$ cat src/sv/bdhr_pkg.sv
// ----------------------------------------------------------------------------
// bdhr_pkg - shared types and constants for the button debouncer
// Event codes, register indexes, counter width and the lane config struct.
// ----------------------------------------------------------------------------
package bdhr_pkg;

  localparam int NUM_BUTTONS = 4;
  localparam int EV_W        = 3;
  localparam int CNT_W       = 12;  // signed, spans -255..1024
  localparam int DEB_W       = 8;
  localparam int HOLD_W      = 10;
  localparam int CFG_IDX_W   = 2;
  localparam int CFG_DATA_W  = 10;

  localparam logic [EV_W-1:0] EV_NONE         = 3'd0;
  localparam logic [EV_W-1:0] EV_PRESS        = 3'd1;
  localparam logic [EV_W-1:0] EV_RELEASE      = 3'd2;
  localparam logic [EV_W-1:0] EV_HOLDING      = 3'd3;
  localparam logic [EV_W-1:0] EV_HOLD_RELEASE = 3'd4;

  localparam logic [CFG_IDX_W-1:0] REG_DEBOUNCE = 2'd0;
  localparam logic [CFG_IDX_W-1:0] REG_HOLD     = 2'd1;
  localparam logic [CFG_IDX_W-1:0] REG_REPEAT   = 2'd2;

  localparam logic [DEB_W-1:0]       DEBOUNCE_RST = 8'd20;
  localparam logic [HOLD_W-1:0]      HOLD_RST     = 10'd500;
  localparam logic [NUM_BUTTONS-1:0] REPEAT_RST   = 4'd3;

  typedef logic [EV_W-1:0] event_t;

  typedef struct packed {
    logic [DEB_W-1:0]  debounce_ticks;
    logic [HOLD_W-1:0] hold_ticks;
  } timing_cfg_t;

endpackage

$ cat src/sv/bdhr_lane.sv
// ----------------------------------------------------------------------------
// bdhr_lane - per-button debounce / hold counter
// One signed counter per button, stepped once for every accepted word.
// ----------------------------------------------------------------------------
module bdhr_lane import bdhr_pkg::*; (
  input  logic        clk,
  input  logic        rst,
  input  logic        step,
  input  logic        pressed,
  input  logic        repeat_en,
  input  timing_cfg_t cfg,
  output event_t      ev
);

  logic signed [CNT_W-1:0] press_counter;
  logic signed [CNT_W-1:0] press_counter_next;
  logic signed [CNT_W-1:0] deb;
  logic signed [CNT_W-1:0] hold;
  logic signed [CNT_W-1:0] cnt_inc;

  assign deb     = signed'({{(CNT_W-DEB_W){1'b0}}, cfg.debounce_ticks});
  assign hold    = signed'({{(CNT_W-HOLD_W){1'b0}}, cfg.hold_ticks});
  assign cnt_inc = press_counter + CNT_W'(1);

  // phases tested in order: idle, press debounce, pressed, hold edge,
  // holding, release debounce
  always_comb begin
    ev                 = EV_NONE;
    press_counter_next = press_counter;
    priority if (press_counter == CNT_W'(0)) begin
      if (pressed) begin
        ev                 = EV_PRESS;
        press_counter_next = CNT_W'(1);
      end
    end else if (press_counter > CNT_W'(0) && press_counter < deb) begin
      press_counter_next = cnt_inc;
    end else if (press_counter >= deb && press_counter < hold) begin
      if (!pressed) begin
        ev                 = EV_RELEASE;
        press_counter_next = -deb;
      end else begin
        press_counter_next = cnt_inc;
      end
    end else if (press_counter == hold) begin
      press_counter_next = cnt_inc;
    end else if (press_counter > hold) begin
      if (pressed) begin
        if (repeat_en) begin
          ev = EV_HOLDING;
        end
      end else begin
        ev                 = EV_HOLD_RELEASE;
        press_counter_next = -deb;
      end
    end else begin
      press_counter_next = cnt_inc;
    end
  end

  always_ff @(posedge clk) begin
    if (rst) begin
      press_counter <= '0;
    end else if (step) begin
      press_counter <= press_counter_next;
    end
  end

endmodule

$ cat src/sv/bdhr_merge.sv
// ----------------------------------------------------------------------------
// bdhr_merge - result word register
// Gathers the lane events into one result word and holds it for the sink.
// ----------------------------------------------------------------------------
module bdhr_merge import bdhr_pkg::*; (
  input  logic   clk,
  input  logic   rst,
  input  logic   load,
  input  event_t lane_ev [NUM_BUTTONS],
  input  logic   out_ready,
  output logic   out_valid,
  output logic   slot_free,
  output event_t word_ev [NUM_BUTTONS]
);

  assign slot_free = !out_valid || out_ready;

  always_ff @(posedge clk) begin
    if (rst) begin
      out_valid <= 1'b0;
    end else if (load) begin
      out_valid <= 1'b1;
    end else if (out_ready) begin
      out_valid <= 1'b0;
    end
  end

  always_ff @(posedge clk) begin
    if (load) begin
      word_ev <= lane_ev;
    end
  end

endmodule

$ cat src/sv/button_debounce_hold_repeat.sv
// ----------------------------------------------------------------------------
// button_debounce_hold_repeat - four-button debouncer with hold repeat
// Each word is one scan tick of active-low pins; each result word carries
// one event code per button (none, press, release, holding, hold release).
// ----------------------------------------------------------------------------
//
//  channel  handshake                 payload
//  -------  ------------------------  ------------------------------------
//  in       in_valid / in_ready       pins_n[3:0]
//  out      out_valid / out_ready     event_b0 .. event_b3 [2:0]
//  cfg      cfg_we (no back-pressure) cfg_index[1:0], cfg_data[9:0]
//
//  One tick word per cycle. Every lane updates its counter at the edge the
//  word is accepted, and the events land in the result register at that
//  same edge, so the result word is offered from the next cycle.
//  in_ready is high while the result register is empty or being drained,
//  so a stalled sink holds one finished word and stops intake only then.
//  rst (synchronous) idles all buttons and loads the default timings.
//
module button_debounce_hold_repeat import bdhr_pkg::*; (
  input  logic                  clk,
  input  logic                  rst,
  // tick words
  input  logic                  in_valid,
  output logic                  in_ready,
  input  logic [NUM_BUTTONS-1:0] pins_n,
  // result words
  output logic                  out_valid,
  input  logic                  out_ready,
  output logic [EV_W-1:0]       event_b0,
  output logic [EV_W-1:0]       event_b1,
  output logic [EV_W-1:0]       event_b2,
  output logic [EV_W-1:0]       event_b3,
  // register writes
  input  logic                  cfg_we,
  input  logic [CFG_IDX_W-1:0]  cfg_index,
  input  logic [CFG_DATA_W-1:0] cfg_data
);

  timing_cfg_t            timing;
  logic [NUM_BUTTONS-1:0] repeat_mask;
  logic                   accept;
  logic                   slot_free;
  event_t                 lane_ev [NUM_BUTTONS];
  event_t                 word_ev [NUM_BUTTONS];

  // --- configuration registers; indexes beyond the list are ignored ---
  always_ff @(posedge clk) begin
    if (rst) begin
      timing.debounce_ticks <= DEBOUNCE_RST;
      timing.hold_ticks     <= HOLD_RST;
      repeat_mask           <= REPEAT_RST;
    end else if (cfg_we) begin
      unique case (cfg_index)
        REG_DEBOUNCE: timing.debounce_ticks <= cfg_data[DEB_W-1:0];
        REG_HOLD:     timing.hold_ticks     <= cfg_data[HOLD_W-1:0];
        REG_REPEAT:   repeat_mask           <= cfg_data[NUM_BUTTONS-1:0];
        default:      ;
      endcase
    end
  end

  // a tick is taken whenever the result slot can take its word
  assign in_ready = slot_free;
  assign accept   = in_valid && slot_free;

  // --- one lane per button, all stepped by the same tick ---
  for (genvar i = 0; i < NUM_BUTTONS; i++) begin : g_lane
    bdhr_lane u_lane (
      .clk       (clk),
      .rst       (rst),
      .step      (accept),
      .pressed   (!pins_n[i]),
      .repeat_en (repeat_mask[i]),
      .cfg       (timing),
      .ev        (lane_ev[i])
    );
  end

  // --- gather the lane events into the result word ---
  bdhr_merge u_merge (
    .clk       (clk),
    .rst       (rst),
    .load      (accept),
    .lane_ev   (lane_ev),
    .out_ready (out_ready),
    .out_valid (out_valid),
    .slot_free (slot_free),
    .word_ev   (word_ev)
  );

  assign event_b0 = word_ev[0];
  assign event_b1 = word_ev[1];
  assign event_b2 = word_ev[2];
  assign event_b3 = word_ev[3];

endmodule
$ cat config.mk
export PLATFORM = sky130hd
export DESIGN_NAME = button_debounce_hold_repeat
export DESIGN_NICKNAME = d
export VERILOG_FILES = /design/src/sv/bdhr_pkg.sv /design/src/sv/bdhr_lane.sv /design/src/sv/bdhr_merge.sv /design/src/sv/button_debounce_hold_repeat.sv
export SDC_FILE = /design/constraint.sdc
export NUM_CORES = 1
export LEC_CHECK = 0
export BUFFER_PORTS_ARGS = -buffer_cell sky130_fd_sc_hd__clkbuf_2
export CORE_MARGIN = 1.5
export CORE_UTILIZATION = 30
export DETAILED_ROUTE_END_ITERATION = 6
export PLACE_DENSITY_LB_ADDON = 0.1
export REMOVE_ABC_BUFFERS = 1
export SLEW_MARGIN = 20
export SYNTH_ARGS = -nofsm -noshare
export SYNTH_HDL_FRONTEND = slang
export SYNTH_SLANG_ARGS = --single-unit
$ cat constraint.sdc
create_clock -name clk -period 2.83 [get_ports clk]
set_input_delay 0.1415 -clock clk [delete_from_list [all_inputs] [get_ports clk]]
set_output_delay 0.1415 -clock clk [all_outputs]
set_load 0.1 [all_outputs]
# After elaboration in Yosys (flattened, before gate mapping)
# Index checks and enable logic that the tools add are counted.
# Widths: inputs -> output; s select.
classes:
  order_cmp: 20
  mux: 70
  n_addsub: 5
  n_reduce_logical: 24
  n_eq_ne: 14
ops:
  columns: ["cell", "n"]
  rows:
  - ["$mux 12", 32]
  - ["$mux 3", 24]
  - ["$add 12x2->12 const B", 4]
  - ["$eq 12x11->1", 4]
  - ["$ge 12x9->1", 4]
  - ["$gt 12x1->1 const B", 4]
  - ["$gt 12x11->1", 4]
  - ["$logic_not 12->1", 4]
  - ["$lt 12x11->1", 4]
  - ["$lt 12x9->1", 4]
  - ["$ne 6x2->1 const B", 4]
  - ["$mux 2", 8]
  - ["$neg 8->12", 1]
  - ["$reduce_and 3->1", 4]
  - ["$logic_and 1x1->1", 9]
  - ["$ne 2x2->1 const B", 4]
  - ["$mux 1", 6]
  - ["$reduce_and 2->1", 3]
  - ["$eq 2x1->1 const B", 1]
  - ["$eq 2x2->1 const B", 1]
  - ["$logic_not 2->1", 1]
  - ["$reduce_bool 2->1", 1]
  - ["$logic_not 1->1", 1]
  - ["$logic_or 1x1->1", 1]
word_totals:
  in_bits: 21
  regBits: 83

# Depth between registers and ports, before layout
depth:
  word_depth: 7
  depth_mapped: 12

# Cells and area by module
# From an unflattened synthesis, not the netlist that was laid out.
unflattened:
  hier_cells: 951
  area_unflattened_um2: 7843.8
modules_own_cells:
  columns: ["module", "n_inst", "area_per_inst_um2", "cells_per_inst", "seq_area_each_um2"]
  rows:
  - ["bdhr_lane (g_lane[0].u_lane ...)", 3, 1626.6, 211, 240.2]
  - ["bdhr_lane (g_lane[1].u_lane)", 1, 1605.3, 204, 240.2]
  - ["button_debounce_hold_repeat", 1, 952.2, 98, 440.4]
  - ["bdhr_merge", 1, 406.6, 16, 380.4]

# Least setup slack after synthesis
# Ideal clock, no wire load.
synth_path:
  path_kind: "flip-flop to flip-flop"
  startpoint: "reg u_merge.out_valid"
  endpoint: "reg g_lane[1].u_lane.press_counter[4]"
  path_stages_with_launch: 11
  path_buffers: 1
  required_time_ps: 2708
  setup_slack_ps: -787
  setup_time_ps: 122
  synth_period_minus_slack_ps: 3617
  t_arrival_ps: 3496
  path_cell_list: "dfxtp_1 -> nand2b_1 -> nand2_1 -> inv_1 -> nand2_1 -> nor2_1 -> o31a_1 -> buf_2 -> nand2_2 -> nor2_1 -> a221o_1"
synth_between:
  elab_chain_cells: 4
synth_rtl:
  columns: ["element", "line", "rtl"]
  rows:
  - ["start: declaration", "bdhr_merge.sv:11", "output logic out_valid,"]
  - ["start signal: assignment", "bdhr_merge.sv:20", "out_valid <= 1'b0;"]
  - ["start signal: assignment", "bdhr_merge.sv:22", "out_valid <= 1'b1;"]
  - ["start signal: assignment", "bdhr_merge.sv:24", "out_valid <= 1'b0;"]
  - ["$logic_not 1->1", "bdhr_merge.sv:16", "assign slot_free = !out_valid || out_ready;"]
  - ["$logic_or 1x1->1", "bdhr_merge.sv:16", null]
  - ["named net in_ready", "button_debounce_hold_repeat.sv:25", "output logic in_ready,"]
  - ["$logic_and 1x1->1", "button_debounce_hold_repeat.sv:65", "assign accept = in_valid && slot_free;"]
  - ["named net accept", "button_debounce_hold_repeat.sv:42", "logic accept;"]
  - ["$reduce_and 3->1 (no source line)", null, null]
  - ["end signal: assignment", "bdhr_lane.sv:64", "press_counter <= press_counter_next;"]
  - ["end: declaration", "bdhr_lane.sv:15", "logic signed [CNT_W-1:0] press_counter;"]
# The timed path passes the listed nets, and every way through them passes these cells.
# A chain may end at the register's enable or synchronous reset.

# Final worst setup path
layout_path:
  startpoint: "reg timing[8] in the netlist's numbering"
  endpoint: "reg g_lane[2].u_lane.press_counter[6]"
layout_between:
  elab_chain_cells: 6
  elab_cells_between_ends: 11
  cone_classes: "order compare: 2; eq/ne: 2; mux: 5; reduce/logical: 2"
layout_rtl:
  columns: ["element", "line", "rtl"]
  rows:
  - ["start: declaration", "button_debounce_hold_repeat.sv:40", "timing_cfg_t timing;"]
  - ["$gt 12x11->1", "bdhr_lane.sv:46", "end else if (press_counter > hold) begin"]
  - ["$mux 12", "bdhr_lane.sv:46", null]
  - ["$mux 12", "bdhr_lane.sv:44", "end else if (press_counter == hold) begin"]
  - ["$mux 12", "bdhr_lane.sv:37", "end else if (press_counter >= deb && press_counter < hold) begin"]
  - ["$mux 12", "bdhr_lane.sv:35", "end else if (press_counter > CNT_W'(0) && press_counter < deb) begin"]
  - ["$mux 12", "bdhr_lane.sv:30", "priority if (press_counter == CNT_W'(0)) begin"]
  - ["end signal: assignment", "bdhr_lane.sv:64", null]
  - ["end: declaration", "bdhr_lane.sv:15", null]
# Parallel ways exist; a longest one is shown, timed or not.

==> flow_metrics.py <==
metrics = {
    "status": {
        "status": "finished, final reports clean",
    },
    "worst_setup_path": {
        "cp_slowest_stage_delay_ps": 450,
        "crit_family": "compound AO/OA/AOI/OAI gates",
        "crit_arrival_ps": 3050,
        "cp-endpoint": "g_lane[2].u_lane.press_counter[6]",
        "worstSetupPathDepth": 11,
        "crit_fanout": 6,
        "startpoint_type": "flip-flop",
        "crit_buf_inv": 2,
        "reg2reg_depth": 11,
        "slowest_stage": "or3b_2",
        "path_cells": "inv_2 -> ha_1 -> a21o_1 -> a2111oi_4 -> o21a_1 -> a21oi_2 -> a2bb2oi_4 -> buf_4 -> or3b_2 -> a21oi_2 -> a21o_1",
        "r2r-start": "timing[8]",
        "cp-end-kind": "flip-flop",
        "worst-setup-path-type": "flip-flop to flip-flop",
        "cp.required_ps": 3130,
        "r2r_end": "g_lane[2].u_lane.press_counter[6]",
        "reg2reg_setup_slack_ps": 80,
        "startpoint": "timing[8]",
    },
    "drt": {
        "wirelength_um": 23700,
        "drtAntennaViolNets": 0,
        "wl_per_cell_um": 20.2,
        "drt_first_pass_iters": 5,
        "drt_iter0_markers": 415,
        "drcViolationCount": 0,
        "vias": 6534,
        "vias_per_cell": 5.57,
    },
    "place": {
        "place_hpwl_um": 18200,
        "pre_cts_ws_ps": 40.8,
        "io_buffers": 34,
        "place_inst": 1151,
        "gp_congestion": 0.877,
    },
    "power_and_ir_drop": {
        "power_density_nw_per_um2": 375,
        "p_seq_share_pct": 41.7,
        "switching_share_pct": 30.6,
        "p_switching_uw": 913,
        "intPower_uw": 2070,
        "p_leak_uw": 0.00356,
        "ir_worst_vdd_v": 0.000255,
        "p_clk_share_pct": 40.9,
        "p_comb_share_pct": 17.4,
    },
    "die": {
        "ios": 35,
        "die_y_um": 152,
        "die-area_um2": 23100,
        "start_util_pct": 30.5,
        "placementRows": 54,
        "core_area_um2": 21800,
        "die_w_um": 152,
    },
    "global_routing": {
        "grt_usage_pct": 20.4,
        "grt_pass1_wl_um": 36500,
        "grt-ovfl-total": 0,
        "grt_max_degree": 30,
        "grt_pass1_vias": 6370,
        "antenna_found_initial": 0,
    },
    "timing": {
        "drv_slew": 0,
        "slew-limit-headroom_pct": 30.1,
        "final.setup.tns_ps": 0,
        "rsz0062_at_grt": "yes",
        "fin_crit_sh_pct": 97.0,
        "period_minus_slack_ps": 2750,
        "max_freq_ghz": 0.364,
        "worst_slew_pin_slew_ps": 1040,
        "skew_ps": 5.38,
        "hold_violations": 0,
        "setup_viol": 0,
        "worst_slack_ps": 84.8,
    },
    "finish": {
        "drive_above_1_share_pct": 20.3,
        "fin_util_pct": 36.5,
        "antenna_cells": 0,
        "fin_nets": 990,
        "area_growth_pct": 19.5,
        "layout.cells.non_filler": 1173,
    },
    "logic_synthesis": {
        "yosysMostFrequentCell": "ha_1",
        "ys_top_cells_by_area": "dfxtp_1 (21%), ha_1 (15%), edfxtp_1 (5.4%)",
        "yosysTopAreaCell": "dfxtp_1",
        "seq_area_frac_synth_pct": 26.8,
        "synth.avg_cell_area_um2": 8.35,
        "synth_top_area_share_pct": 21.3,
        "ys.flop_type": "dfxtp_1",
        "synth_cell_types": 98,
        "yosys-top-cells-count": "ha_1 (81), nor2_1 (79), dfxtp_1 (71), nand2_1 (63), a21oi_1 (56)",
        "synth_seq_cells": 83,
        "synth_edf_count": 12,
        "synth_warnings": 0,
        "async_reset_ff_share_pct": 0,
        "syn-instance-count": 797,
        "synth_area_um2": 6660,
    },
    "worst_hold_path": {
        "min_from": "in_valid",
        "hp-class": "input port to flip-flop",
    },
    "cts": {
        "path_clk_slew_ps": 60,
        "cts_tree": "done",
        "cts_buffers": 9,
        "clkLatencyLatePin_ps": 360,
        "h-tree-depth": 3,
        "cts_sinks": 83,
        "root_buffer": "clkbuf_16",
        "cts_max_path_buffers": 2,
    },
    "job": {
        "drv_cap": 0,
    },
}
[routing by layer]
layer | wire (um) | global-route usage (%)
met3 | 1110 | 3.25
met2 | 11500 | 35.2
met4 | 448 | 5.55
met5 | 0 | 0
met1 | 10700 | 26.3
[tightest hold or removal path, stage by stage]
cell	delay [ps]
clkbuf_2	90
inv_1	40
a21oi_1	50
[layout by cell type (no fill, tap or decap), types with 4 or more instances in the layout]
| cell | n |
|---|---|
| ha_1 | 81 |
| nor2_1 | 78 |
| dfxtp_1 | 71 |
| buf_4 | 65 |
| nand2_1 | 63 |
| a21oi_1 | 50 |
| inv_1 | 48 |
| o21ai_0 | 37 |
| clkbuf_2 | 34 |
| o22ai_1 | 24 |
| nand3_1 | 22 |
| and3_1 | 19 |
| nor3_1 | 17 |
| xnor2_1 | 15 |
| mux2i_1 | 15 |
| edfxtp_1 | 12 |
| a21o_1 | 11 |
| a22o_1 | 11 |
| a211oi_1 | 10 |
| o21ai_1 | 10 |
| nor2b_1 | 9 |
| nand4_1 | 9 |
| a21oi_2 | 9 |
| clkbuf_16 | 9 |
| nand2b_1 | 7 |
| o211ai_1 | 7 |
| or3_1 | 7 |
| and2_1 | 6 |
| a211o_1 | 5 |
| a31oi_1 | 5 |
| nor3b_2 | 4 |
| o21a_1 | 4 |
| nor4_1 | 4 |
| nand3b_1 | 4 |
| o2bb2ai_1 | 4 |
[how the worst min path moves through the flow]
| stage | to | slack [ps] | cells past startpoint |
|---|---|---|---|
| 4_1_cts | u_merge.out_valid | 10 | 3 |
| 5_1_grt | u_merge.out_valid | 40 | 3 |
| 2_1_floorplan | timing[0] | 210 | 1 |
| 6_report | u_merge.out_valid | 10 | 3 |
| 3_3_place_gp | u_merge.out_valid | 380 | 3 |
| 3_5_place_dp | u_merge.out_valid | 390 | 3 |
[final cells by class]
cell class	instances	area [um2]
inverter	49	184
timing repair buffer	99	658
tap	280	350
fill	2274	13900
clock inverter	5	51.3
clock buffer	11	233
multi-input combinational	646	4700
sequential	83	1780
[kinds of logic (layout without fill, tap and decap cells)]
group / after synthesis / count (layout) / synth area share, %
AOI/OAI and AO/OA: 242 / 242 / 25.6
xor gates and xnor gates: 16 / 16 / 2.10
adders and majority gates: 81 / 81 / 15.2
buffers and inverters: 68 / 164 / 4.49
DFF: 83 / 83 / 26.8
muxes: 18 / 18 / 2.76
and+or+nand+nor: 289 / 289 / 23.0
[what timing repair did]
action                                  CTS  global route
hold buffers                              0             0
endpoints found under the setup margin    0            38
setup buffers                             0             6
endpoints found under the hold margin     0             0
gates resized for setup                   0            24
[power by group through the flow]
stage | clock, uW | sequential [uW] | combinational (uW)
2_1_floorplan | 0 | 1340 | 235
3_3_place_gp | 0 | 1270 | 498
3_5_place_dp | 0 | 1270 | 504
4_1_cts | 1250 | 1240 | 507
5_1_grt | 1300 | 1250 | 560
6_report | 1220 | 1250 | 521
[stage by stage]
step	total power (uW)	hold WS, ps	instance area, um2
floorplan	1580	211	6540
global placement	1770	376	7510
detailed placement	1780	389	7510
CTS	3000	12.5	7790
global route	3100	44.1	7960
finish	2990	14.3	7960
[state kept, by name (all words and copies together), names as in the netlist]
register / count
repeat_mask: 4
u_merge.out_valid: 1
timing: 18
u_merge.word_ev: 12
g_lane.u_lane.press_counter: 48
Power figures use the tool's default switching activity.
